File: src/rtl/fire_spread_pixel_update_core_macros.svh
// Assertion macros for the fire spread pixel update core.
// Used by the top level only; expects i_clk and i_rst_n in scope.
`ifndef FIRE_SPREAD_PIXEL_UPDATE_CORE_MACROS_SVH
`define FIRE_SPREAD_PIXEL_UPDATE_CORE_MACROS_SVH

// Same-cycle implication, checked out of reset
`define FSPU_ASSERT_NOW(lbl, ante, cons, msg) \
    lbl: assert property (@(posedge i_clk) disable iff (!i_rst_n) (ante) |-> (cons)) \
        else $error(msg);

// Next-cycle implication, checked out of reset
`define FSPU_ASSERT_NEXT(lbl, ante, cons, msg) \
    lbl: assert property (@(posedge i_clk) disable iff (!i_rst_n) (ante) |=> (cons)) \
        else $error(msg);

`endif

File: src/rtl/fspu_pkg.sv
// Shared constants and types for the fire spread pixel update core.
// No dependencies; used by the frame memory, buffer and top level.
`timescale 1ns / 1ps

package fspu_pkg;

    // Field widths
    localparam int PIX_W  = 15;
    localparam int RAND_W = 2;
    localparam int VAL_W  = 5;
    localparam int COL_W  = 4;
    localparam int POS_W  = 8;

    // Default frame geometry
    localparam int FRAME_WIDTH_DEF  = 240;
    localparam int FRAME_HEIGHT_DEF = 136;

    // Intensity constants
    localparam logic [VAL_W-1:0] BOTTOM_HEAT = 5'd30;
    localparam logic [VAL_W-1:0] HI_LIM      = 5'd15;

    // Colour banks
    localparam logic BANK_LO = 1'b0;
    localparam logic BANK_HI = 1'b1;

    // Transparent colour in the upper bank
    localparam logic [COL_W-1:0] COLOR_CLEAR = 4'd0;

    // One draw command beat
    typedef struct packed {
        logic             bank;
        logic [POS_W-1:0] pos_x;
        logic [POS_W-1:0] pos_y;
        logic [COL_W-1:0] color;
        logic             last;
    } t_cmd;

endpackage

File: src/rtl/fspu_cmd_buf.sv
// Two-entry output buffer for draw command beats.
// Takes up to two beats a cycle, gives one if ready. Uses fspu_pkg.
`timescale 1ns / 1ps

module fspu_cmd_buf (
    input  logic             i_clk,
    input  logic             i_rst_n,
    input  logic [1:0]       i_push_cnt,
    input  fspu_pkg::t_cmd   i_cmd0,
    input  fspu_pkg::t_cmd   i_cmd1,
    input  logic             i_out_ready,
    output logic             o_out_valid,
    output fspu_pkg::t_cmd   o_cmd,
    output logic [1:0]       o_free
);

    fspu_pkg::t_cmd r_slot0;
    fspu_pkg::t_cmd r_slot1;
    fspu_pkg::t_cmd n_slot0;
    fspu_pkg::t_cmd n_slot1;
    logic [1:0]     r_cnt;
    logic [1:0]     n_cnt;
    logic [1:0]     w_left;
    logic           w_pop;

    // Pop the head, shift, then append new beats behind what is left
    always_comb begin
        w_pop   = (r_cnt != 2'd0) && i_out_ready;
        w_left  = r_cnt - {1'b0, w_pop};
        n_slot0 = r_slot0;
        n_slot1 = r_slot1;
        if (w_pop) begin
            n_slot0 = r_slot1;
        end
        case (w_left)
            2'd0: begin
                n_slot0 = i_cmd0;
                n_slot1 = i_cmd1;
            end
            2'd1: begin
                n_slot1 = i_cmd0;
            end
            default: begin
            end
        endcase
        o_free = 2'd2 - w_left;
    end

    assign n_cnt = w_left + i_push_cnt;

    always_ff @(posedge i_clk) begin
        if (!i_rst_n) begin
            r_cnt <= 2'd0;
        end else begin
            r_cnt <= n_cnt;
        end
    end

    always_ff @(posedge i_clk) begin
        r_slot0 <= n_slot0;
        r_slot1 <= n_slot1;
    end

    assign o_out_valid = (r_cnt != 2'd0);
    assign o_cmd       = r_slot0;

endmodule

File: config.mk
export PLATFORM = sky130hd
export DESIGN_NAME = fspu_cmd_buf
export DESIGN_NICKNAME = d
export VERILOG_FILES = /design/src/rtl/fire_spread_pixel_update_core_macros.svh /design/src/rtl/fspu_pkg.sv /design/src/rtl/fspu_cmd_buf.sv
export SDC_FILE = /design/constraint.sdc
export NUM_CORES = 1
export LEC_CHECK = 0
export BUFFER_PORTS_ARGS = -buffer_cell sky130_fd_sc_hd__buf_2
export CAP_MARGIN = 30
export CORE_UTILIZATION = 49
export DETAILED_ROUTE_END_ITERATION = 10
export GPL_TIMING_DRIVEN = 0
export PLACE_DENSITY = 0.79
export SLEW_MARGIN = 40
export SYNTH_ARGS = -nofsm -noshare
export SYNTH_HDL_FRONTEND = slang
export SYNTH_SLANG_ARGS = --single-unit
File: constraint.sdc
create_clock -name i_clk -period 3 [get_ports i_clk]
set_input_delay 0.6 -clock i_clk [delete_from_list [all_inputs] [get_ports i_clk]]
set_output_delay 0.6 -clock i_clk [all_outputs]
set_load 0.02 [all_outputs]
==> out/metrics.cfg, run 1 <==
[outcome]
status = complete, no violations

[setup_path]
cp_cell_sequence = or2_2 -> and2_1 -> ha_1 -> xor2_2 -> inv_1 -> ha_1 -> inv_1 -> buf_2
timing_worst_setup_path_type = register to output port
cpMaxStageDelayCell = dfxtp_1
crit_buf_inv = 3
crit_family = adder cells
endpoint_kind = output port
cp-start-kind = register
cpPeakStageDelay_ns = 0.34
crit_fanout = 3
cp.arrival_ns = 2.16
cp.required_ns = 2.40

[pwr]
leakage_uw = 0.001117
power.density_nw_per_um2 = 1239
vdd_drop_max_mv = 0.7157
p_total_uw = 3244

[die]
die-height_um = 67.48
ios = 74
die-area_um2 = 4553
rows = 23
core_um2 = 4058
initial_core_util = 0.5177
die_x_um = 67.48

[routing]
num_vias = 1221
routedWlPerCell_um = 15.26
drc = 0
drtAntennaViolNets = 0
drtPass1Iterations = 4
wl_um = 3738
via_per_inst = 4.984
drt_iter0_markers = 53

[yosys]
ys_seq_area_frac = 0.6480
synth_ff_type = edfxtp_1
ys_warn_count = 0
synth_edf_count = 44
async_reset_ff_frac = 0
synth.most_common_cell = edfxtp_1
syn_inst = 114
synth.lib_cells_used.distinct = 19
synth_area_leaders = edfxtp_1 63%, mux2_4 14%, mux2_2 13%
syn_nets = 165
synth.top_cell.area_share = 0.6289
syn-cell-area_um2 = 2101
synth_commonest_cells = 44 x edfxtp_1, 25 x mux2_2, 19 x mux2_4, 4 x inv_1, 3 x or2_2
syn_avg_cell_area_um2 = 18.43
ys_ff_latch = 46
yosys.area.top_type = edfxtp_1

[timing]
drv_slew = 0
setup_viol = 0
finalHoldViolCount = 0
hold_slack_ns = 0.5533
finalCritPeriodShare = 0.9186
fmax_mhz = 362.9
worstMarginPinSlew_ns = 0.3261
skew_ns = 0.006091
setup_ws_ns = 0.2443
finalCriticalPeriod_ns = 2.756
fin_setup_tns_ns = 0
rsz0062_at_grt = false
maxSlewHeadroom = 0.7826

[place]
place.port_buffers = 73
dp_hpwl_um = 2755
dp_slack_ns = 0.02153
gp_congestion = 0.6377
place_area_um2 = 2529

[layout]
multi_input_area_um2 = 693.2
nFillCells = 320
fin_area_um2 = 2619
area_delta_synth_final_pct = 24.66
n_antenna_cell = 0
regArea_um2 = 1361
nets = 245
final_layout_size_suffix_gt1_frac = 0.6769

[global_routing]
antenna_found_initial = 0
track_usage = 0.1834
grt_pass1_wl_um = 5761
gr-total-overflow = 0
grt_max_degree = 23
grt_pass1_vias = 1258

[clocking]
clk_path_buf_depth = 2
cts_buffers = 5
cts_sinks = 46
cts_hold_buf = 0
clk_latency_ns = 0.30
cts.clk_slew.worst_paths_ns = 0.08
cts_root_buf = clkbuf_8
cts_tree = yes
cts.htree.levels = 2

[hold_path]
min_path_type = register to register

[job]
drv_cap = 0

-- report_power, final --
part	internal, uW	leakage, uW	total (uW)	switching (uW)
logic	685	0.000623	1540	860
clock network	160	0.0000432	363	203
registers	1250	0.000451	1340	85.7
-- flip-flops by register name, summed over array words and instances (netlist names) --
register / cells
r_slot1: 22
o_cmd: 22
r_cnt: 2
-- area by class of cell --
cell class                      instances  area share
Clock inverter                          3    0.006211
Buffer                                  5     0.01386
Sequential cell                        46      0.5198
Tap cell                               50     0.02389
Inverter                                4    0.005733
Clock buffer                            5     0.02628
Timing Repair Buffer                   73      0.1395
Multi-Input combinational cell         59      0.2647
-- layout by cell type, fill, tap and decap left out --
cell / count
clkinv_1: 2
nor3b_1: 1
or2_2: 1
nor2_4: 1
clkbuf_1: 1
nor2b_1: 1
buf_2: 75
inv_1: 4
xnor2_1: 1
mux2_4: 19
buf_6: 2
nor2_1: 1
mux2i_1: 1
clkinv_4: 1
dfxtp_1: 2
clkbuf_8: 5
mux2_2: 25
or2_4: 2
edfxtp_1: 44
xor2_2: 1
and2_1: 1
nand2_1: 2
ha_1: 2
-- path summary, 6_finish.rpt --
check | slack (ns) | start | end | cells after the start
max reg2reg | 0.27 | r_cnt[1] | o_cmd[3] | 9
min reg2reg | 0.55 | r_slot1[11] | o_cmd[11] | 1
max | 0.24 | r_cnt[1] | o_free[1] | 8
min | 0.55 | r_slot1[11] | o_cmd[11] | 1
-- worst register-to-register path, stage by stage, from the launching register on --
cell,delay (ns)
dfxtp_1,0.34
or2_2,0.31
and2_1,0.18
ha_1,0.22
xor2_2,0.18
inv_1,0.09
ha_1,0.14
clkbuf_1,0.25
buf_2,0.32
or2_4,0.38
-- per-layer routing --
metal | up-vias | part of all wire | global-route usage
met5 | - | 0 | 0
met4 | 0 | 0.015 | 0.08777
met3 | 5 | 0.063 | 0.04054
met2 | 60 | 0.48 | 0.3094
met1 | 569 | 0.44 | 0.2207
li1 | 587 | - | -
-- cell families (layout without fill, tap and decap cells) --
kind of cell	after synthesis	after routing	synth area share
xor gates and xnor gates	2	2	0.01191
adders and majority gates	2	2	0.01191
buffers and inverters	9	90	0.02441
DFF	46	46	0.6480
muxes	45	45	0.2746
and+or+nand+nor	10	10	0.02919
-- what timing repair did --
action | in CTS | in global routing
setup buffers | 0 | 0
gates resized for setup | 0 | 2
setup endpoints to repair | 0 | 44
-- metrics by stage --
step,utilization,instances
after global placement,0.6232,237
after detailed placement,0.6232,237
final,0.6454,245
after global routing,0.6454,245
after CTS,0.6442,245
after floorplan,-,114
(Power assumes the default switching activity.)
==> run 2: changes to the inputs <==
==> constraint.sdc (replaced) <==
create_clock -name i_clk -period 2.8 [get_ports i_clk]
set_input_delay 0.56 -clock i_clk [delete_from_list [all_inputs] [get_ports i_clk]]
set_output_delay 0.56 -clock i_clk [all_outputs]
set_load 0.02 [all_outputs]
==> run 2 against run 1 <==
Clock skew fell by 0.00063 ns. Combinational power increased by 14%. Final area grew 1.4%. Count of clock-buffer cells in the layout is the same. Highest routed layer unchanged. Utilization up 0.93 points.
==> out/metrics.cfg, run 2 (synthesized netlist as in run 1, its figures left out) <==
[outcome]
status = complete, no violations

[clocking]
clk_latency_ns = 0.30
cts_tree = yes
cts_root_buf = clkbuf_8
cts_sinks = 46
cts.clk_slew.worst_paths_ns = 0.08
clk_path_buf_depth = 2
cts_hold_buf = 0
cts.htree.levels = 2
cts_buffers = 5

[routing]
drc = 0
routedWlPerCell_um = 15.44
wl_um = 3829
drt_iter0_markers = 40
num_vias = 1227
via_per_inst = 4.948
drtPass1Iterations = 6
drtAntennaViolNets = 0

[timing]
maxSlewHeadroom = 0.8262
finalCriticalPeriod_ns = 2.679
fin_setup_tns_ns = 0
drv_slew = 0
setup_viol = 0
fmax_mhz = 373.2
worstMarginPinSlew_ns = 0.2607
finalCritPeriodShare = 0.9569
skew_ns = 0.005460
finalHoldViolCount = 0
rsz0062_at_grt = false

[pwr]
power.density_nw_per_um2 = 1342
vdd_drop_max_mv = 0.7021
p_total_uw = 3565
leakage_uw = 0.001134

[layout]
layout_commonest_cell = buf_2
n_antenna_cell = 0
final_layout_size_suffix_gt1_frac = 0.6970
nets = 248
fin_area_um2 = 2656
area_delta_synth_final_pct = 26.44
nFillCells = 313
mostFrequentLayoutCells = 73 x buf_2, 44 x edfxtp_1, 25 x mux2_2

[global_routing]
grt_pass1_vias = 1258
grt_max_degree = 23
antenna_found_initial = 0
grt_pass1_wl_um = 5761
track_usage = 0.1834
gr-total-overflow = 0

[setup_path]
crit_fanout = 3
crit_buf_inv = 3
timing_worst_setup_path_type = register to output port
cp.arrival_ns = 2.12
cp_cell_sequence = or2_2 -> and2_2 -> ha_2 -> xor2_2 -> inv_1 -> ha_1 -> inv_1 -> buf_2
crit_family = simple AND/OR/NAND/NOR gates
cpPeakStageDelay_ns = 0.33
cpMaxStageDelayCell = dfxtp_1
cp.required_ns = 2.24
cp-start-kind = register
endpoint_kind = output port
cpMostUsedCell = inv_1

[place]
gp_congestion = 0.6377
place_area_um2 = 2529
dp_hpwl_um = 2755
place.port_buffers = 73

[die]
initial_core_util = 0.5177
die-height_um = 67.48
rows = 23
die_x_um = 67.48
ios = 74
core_um2 = 4058
die-area_um2 = 4553

[hold_path]
min_path_type = input port to register

[job]
drv_cap = 0

## run 2: through the flow
step / hold WS [ns] / setup WS (ns) / util / instances
2_1_floorplan: 0.5248 / 0.1779 / - / 114
6_report: 0.5302 / 0.1208 / 0.6546 / 248
3_5_place_dp: 0.5358 / -0.1395 / 0.6232 / 237
4_1_cts: 0.5230 / 0.01276 / 0.6454 / 245
3_3_place_gp: 0.5281 / -0.08889 / 0.6232 / 237
5_1_grt: 0.5412 / 0.006629 / 0.6546 / 248
## run 2: metal layers
metal  GRT usage  part of all wire  vias to the layer above
met5           0                 0                        -
met3     0.04054             0.068                        5
met2      0.3094              0.48                       57
met1      0.2207              0.43                      570
li1            -                 -                      595
met4     0.08777             0.014                        0
## run 2: timing repair
action,in CTS,in global routing
pin swaps,0,3
cloned,0,2
setup endpoints to repair,44,54
resized for setup,2,6
buffers inserted,0,2
## run 2: path summary, 6_finish.rpt
path                                   from         to  slack [ns]  cells past startpoint
worst max-delay path               r_cnt[1]  o_free[1]        0.12                      8
worst min-delay path                i_rst_n   r_cnt[1]        0.53                      3
worst max register to register     r_cnt[1]   o_cmd[5]        0.25                      8
worst min register to register  r_slot1[12]  o_cmd[12]        0.55                      1
## run 2: cell type report
cell class,instances,area [um2],share of cell area
buffer,4,37.54,0.01413
inverter,4,15.01,0.005652
multi-input combinational,61,714.4,0.2690
clock inverter,3,16.27,0.006123
tap,50,62.56,0.02355
timing repair buffer,75,380.4,0.1432
clock buffer,5,68.82,0.02591
sequential,46,1361,0.5125
## run 2: report_power, final
part           leakage [uW]  total (uW)  internal (uW)  switching [uW]
Clock             0.0000432         387            171             216
Sequential         0.000451        1430           1340            89.8
Combinational      0.000640        1750            806             945
Total               0.00113        3560           2310            1250
## run 2: worst min-delay path, delay by kind of cell
kind / cells / cell delay, ns
buffers and inverters: 1 / 0.11
AND/OR/NAND/NOR: 1 / 0.05
multiplexers: 1 / 0.05
==> run 3: changes to the inputs <==
==> constraint.sdc (replaced) <==
create_clock -name i_clk -period 2.63 [get_ports i_clk]
set_input_delay 0.526 -clock i_clk [delete_from_list [all_inputs] [get_ports i_clk]]
set_output_delay 0.526 -clock i_clk [all_outputs]
set_load 0.02 [all_outputs]
==> run 3 against run 2 <==
Via count is 1.7% higher. Clock power is 6.2% higher. Utilization is 0.062 points lower. Clock skew is 0.0016 ns higher.
==> out/metrics.cfg, run 3 (synthesized netlist as in run 1, its figures left out) <==
[routing]
drc = 0
via_per_inst = 5.053
drtPass1Iterations = 6
drt_iter0_markers = 37
wl_um = 3886
num_vias = 1248
routedWlPerCell_um = 15.73
drtAntennaViolNets = 0

[place]
place.port_buffers = 73
dp_slack_ns = -0.3095
dp_hpwl_um = 2755
gp_congestion = 0.6377

[global_routing]
gr-total-overflow = 0
antenna_found_initial = 0
grt_pass1_wl_um = 5947
grt_max_degree = 15
track_usage = 0.1900
grt_pass1_vias = 1283

[setup_path]
cp-start-kind = register
timing_worst_setup_path_type = register to output port
cp.required_ns = 2.10
crit_fanout = 3
endpoint_kind = output port
cp.arrival_ns = 1.99

[layout]
area_delta_synth_final_pct = 26.33
final_layout_size_suffix_gt1_frac = 0.7005
layout_commonest_cell = buf_2
postLayoutCoreUtil = 0.6540
multi_input_area_um2 = 715.7
regArea_um2 = 1363
nets = 247
nFillCells = 320
n_antenna_cell = 0
mostFrequentLayoutCells = 72 x buf_2, 44 x edfxtp_1, 25 x mux2_2

[job]
drv_cap = 0

[die]
die-area_um2 = 4553
ios = 74
die-height_um = 67.48
initial_core_util = 0.5177
core_um2 = 4058
rows = 23
die_x_um = 67.48

[timing]
drv_slew = 0
rsz0062_at_grt = false
setup_ws_ns = 0.1127
fin_setup_tns_ns = 0
fmax_mhz = 397.2
finalCritPeriodShare = 0.9572
maxSlewHeadroom = 0.8277
worstMarginPinSlew_ns = 0.2584
finalHoldViolCount = 0
setup_viol = 0
skew_ns = 0.007038
finalCriticalPeriod_ns = 2.517

[hold_path]
min_path_type = input port to register

[pwr]
p_total_uw = 3807
power.density_nw_per_um2 = 1435
leakage_uw = 0.001132
vdd_drop_max_mv = 0.7484

[clocking]
cts_sinks = 46
cts_hold_buf = 0
cts.htree.levels = 2
cts.clk_slew.worst_paths_ns = 0.08
cts_buffers = 5
clk_path_buf_depth = 2
clk_latency_ns = 0.30
cts_tree = yes
cts_root_buf = clkbuf_8

[outcome]
status = complete, no violations

==> run 3: changes by cell type in the layout (fill, tap and decap cells not counted), sizes merged <==
cell | before | now
clkbuf | 7 | 5
buf | 77 | 78
==> run 3: layout make-up <==
class | instances | share of cell area
Buffer | 4 | 0.01414
Clock buffer | 5 | 0.02593
Clock inverter | 3 | 0.006129
Inverter | 4 | 0.005658
Multi-Input combinational cell | 61 | 0.2697
Sequential cell | 46 | 0.5134
Tap cell | 50 | 0.02357
Timing Repair Buffer | 74 | 0.1414
==> run 3: timing repair <==
| action | 4_1_cts | 5_1_grt |
|---|---|---|
| gates cloned | 2 | 0 |
| setup buffers | 1 | 0 |
| resized for setup | 9 | 2 |
| setup endpoints to repair | 63 | 2 |
| pin swaps | 3 | 1 |
| endpoints found under the hold margin | 0 | 0 |
==> run 3: per-layer routing <==
layer  vias to the layer above  routed length (um)  global-route usage
met2                        60                1913              0.3230
met5                         -                   0                   0
met1                       588                1649              0.2285
met4                         0                  67             0.08777
li1                        593                   -                   -
met3                         7                 256             0.04054
==> run 3: path summary, 6_finish.rpt <==
path / start / endpoint / slack (ns) / depth (start not counted)
max: r_cnt[1] / o_free[1] / 0.11 / 8
min reg2reg: r_slot1[12] / o_cmd[12] / 0.55 / 1
min: i_rst_n / r_cnt[1] / 0.49 / 3
max reg2reg: r_cnt[1] / o_cmd[5] / 0.23 / 8
==> run 3: where the power goes <==
group          total, uW  switching [uW]  internal, uW
sequential          1520            96.4          1430
combinational       1870            1010           862
clock                411             229           182
total               3810            1340          2470
==> run 3: metrics by stage <==
stage	cells	instance area, um2	hold slack [ns]
after global routing	247	2654	0.4998
after global placement	237	2529	0.5281
after detailed placement	237	2529	0.5358
final	247	2654	0.4896
after CTS	247	2651	0.4890
after floorplan	114	2101	0.5248
==> run 3: critical path, stage by stage (launching register included) <==
cell     delay [ns]
dfxtp_2        0.34
or2_2          0.31
and2_4         0.19
ha_2           0.18
xor2_2         0.14
inv_1          0.08
ha_1           0.27
inv_1          0.06
buf_4          0.13
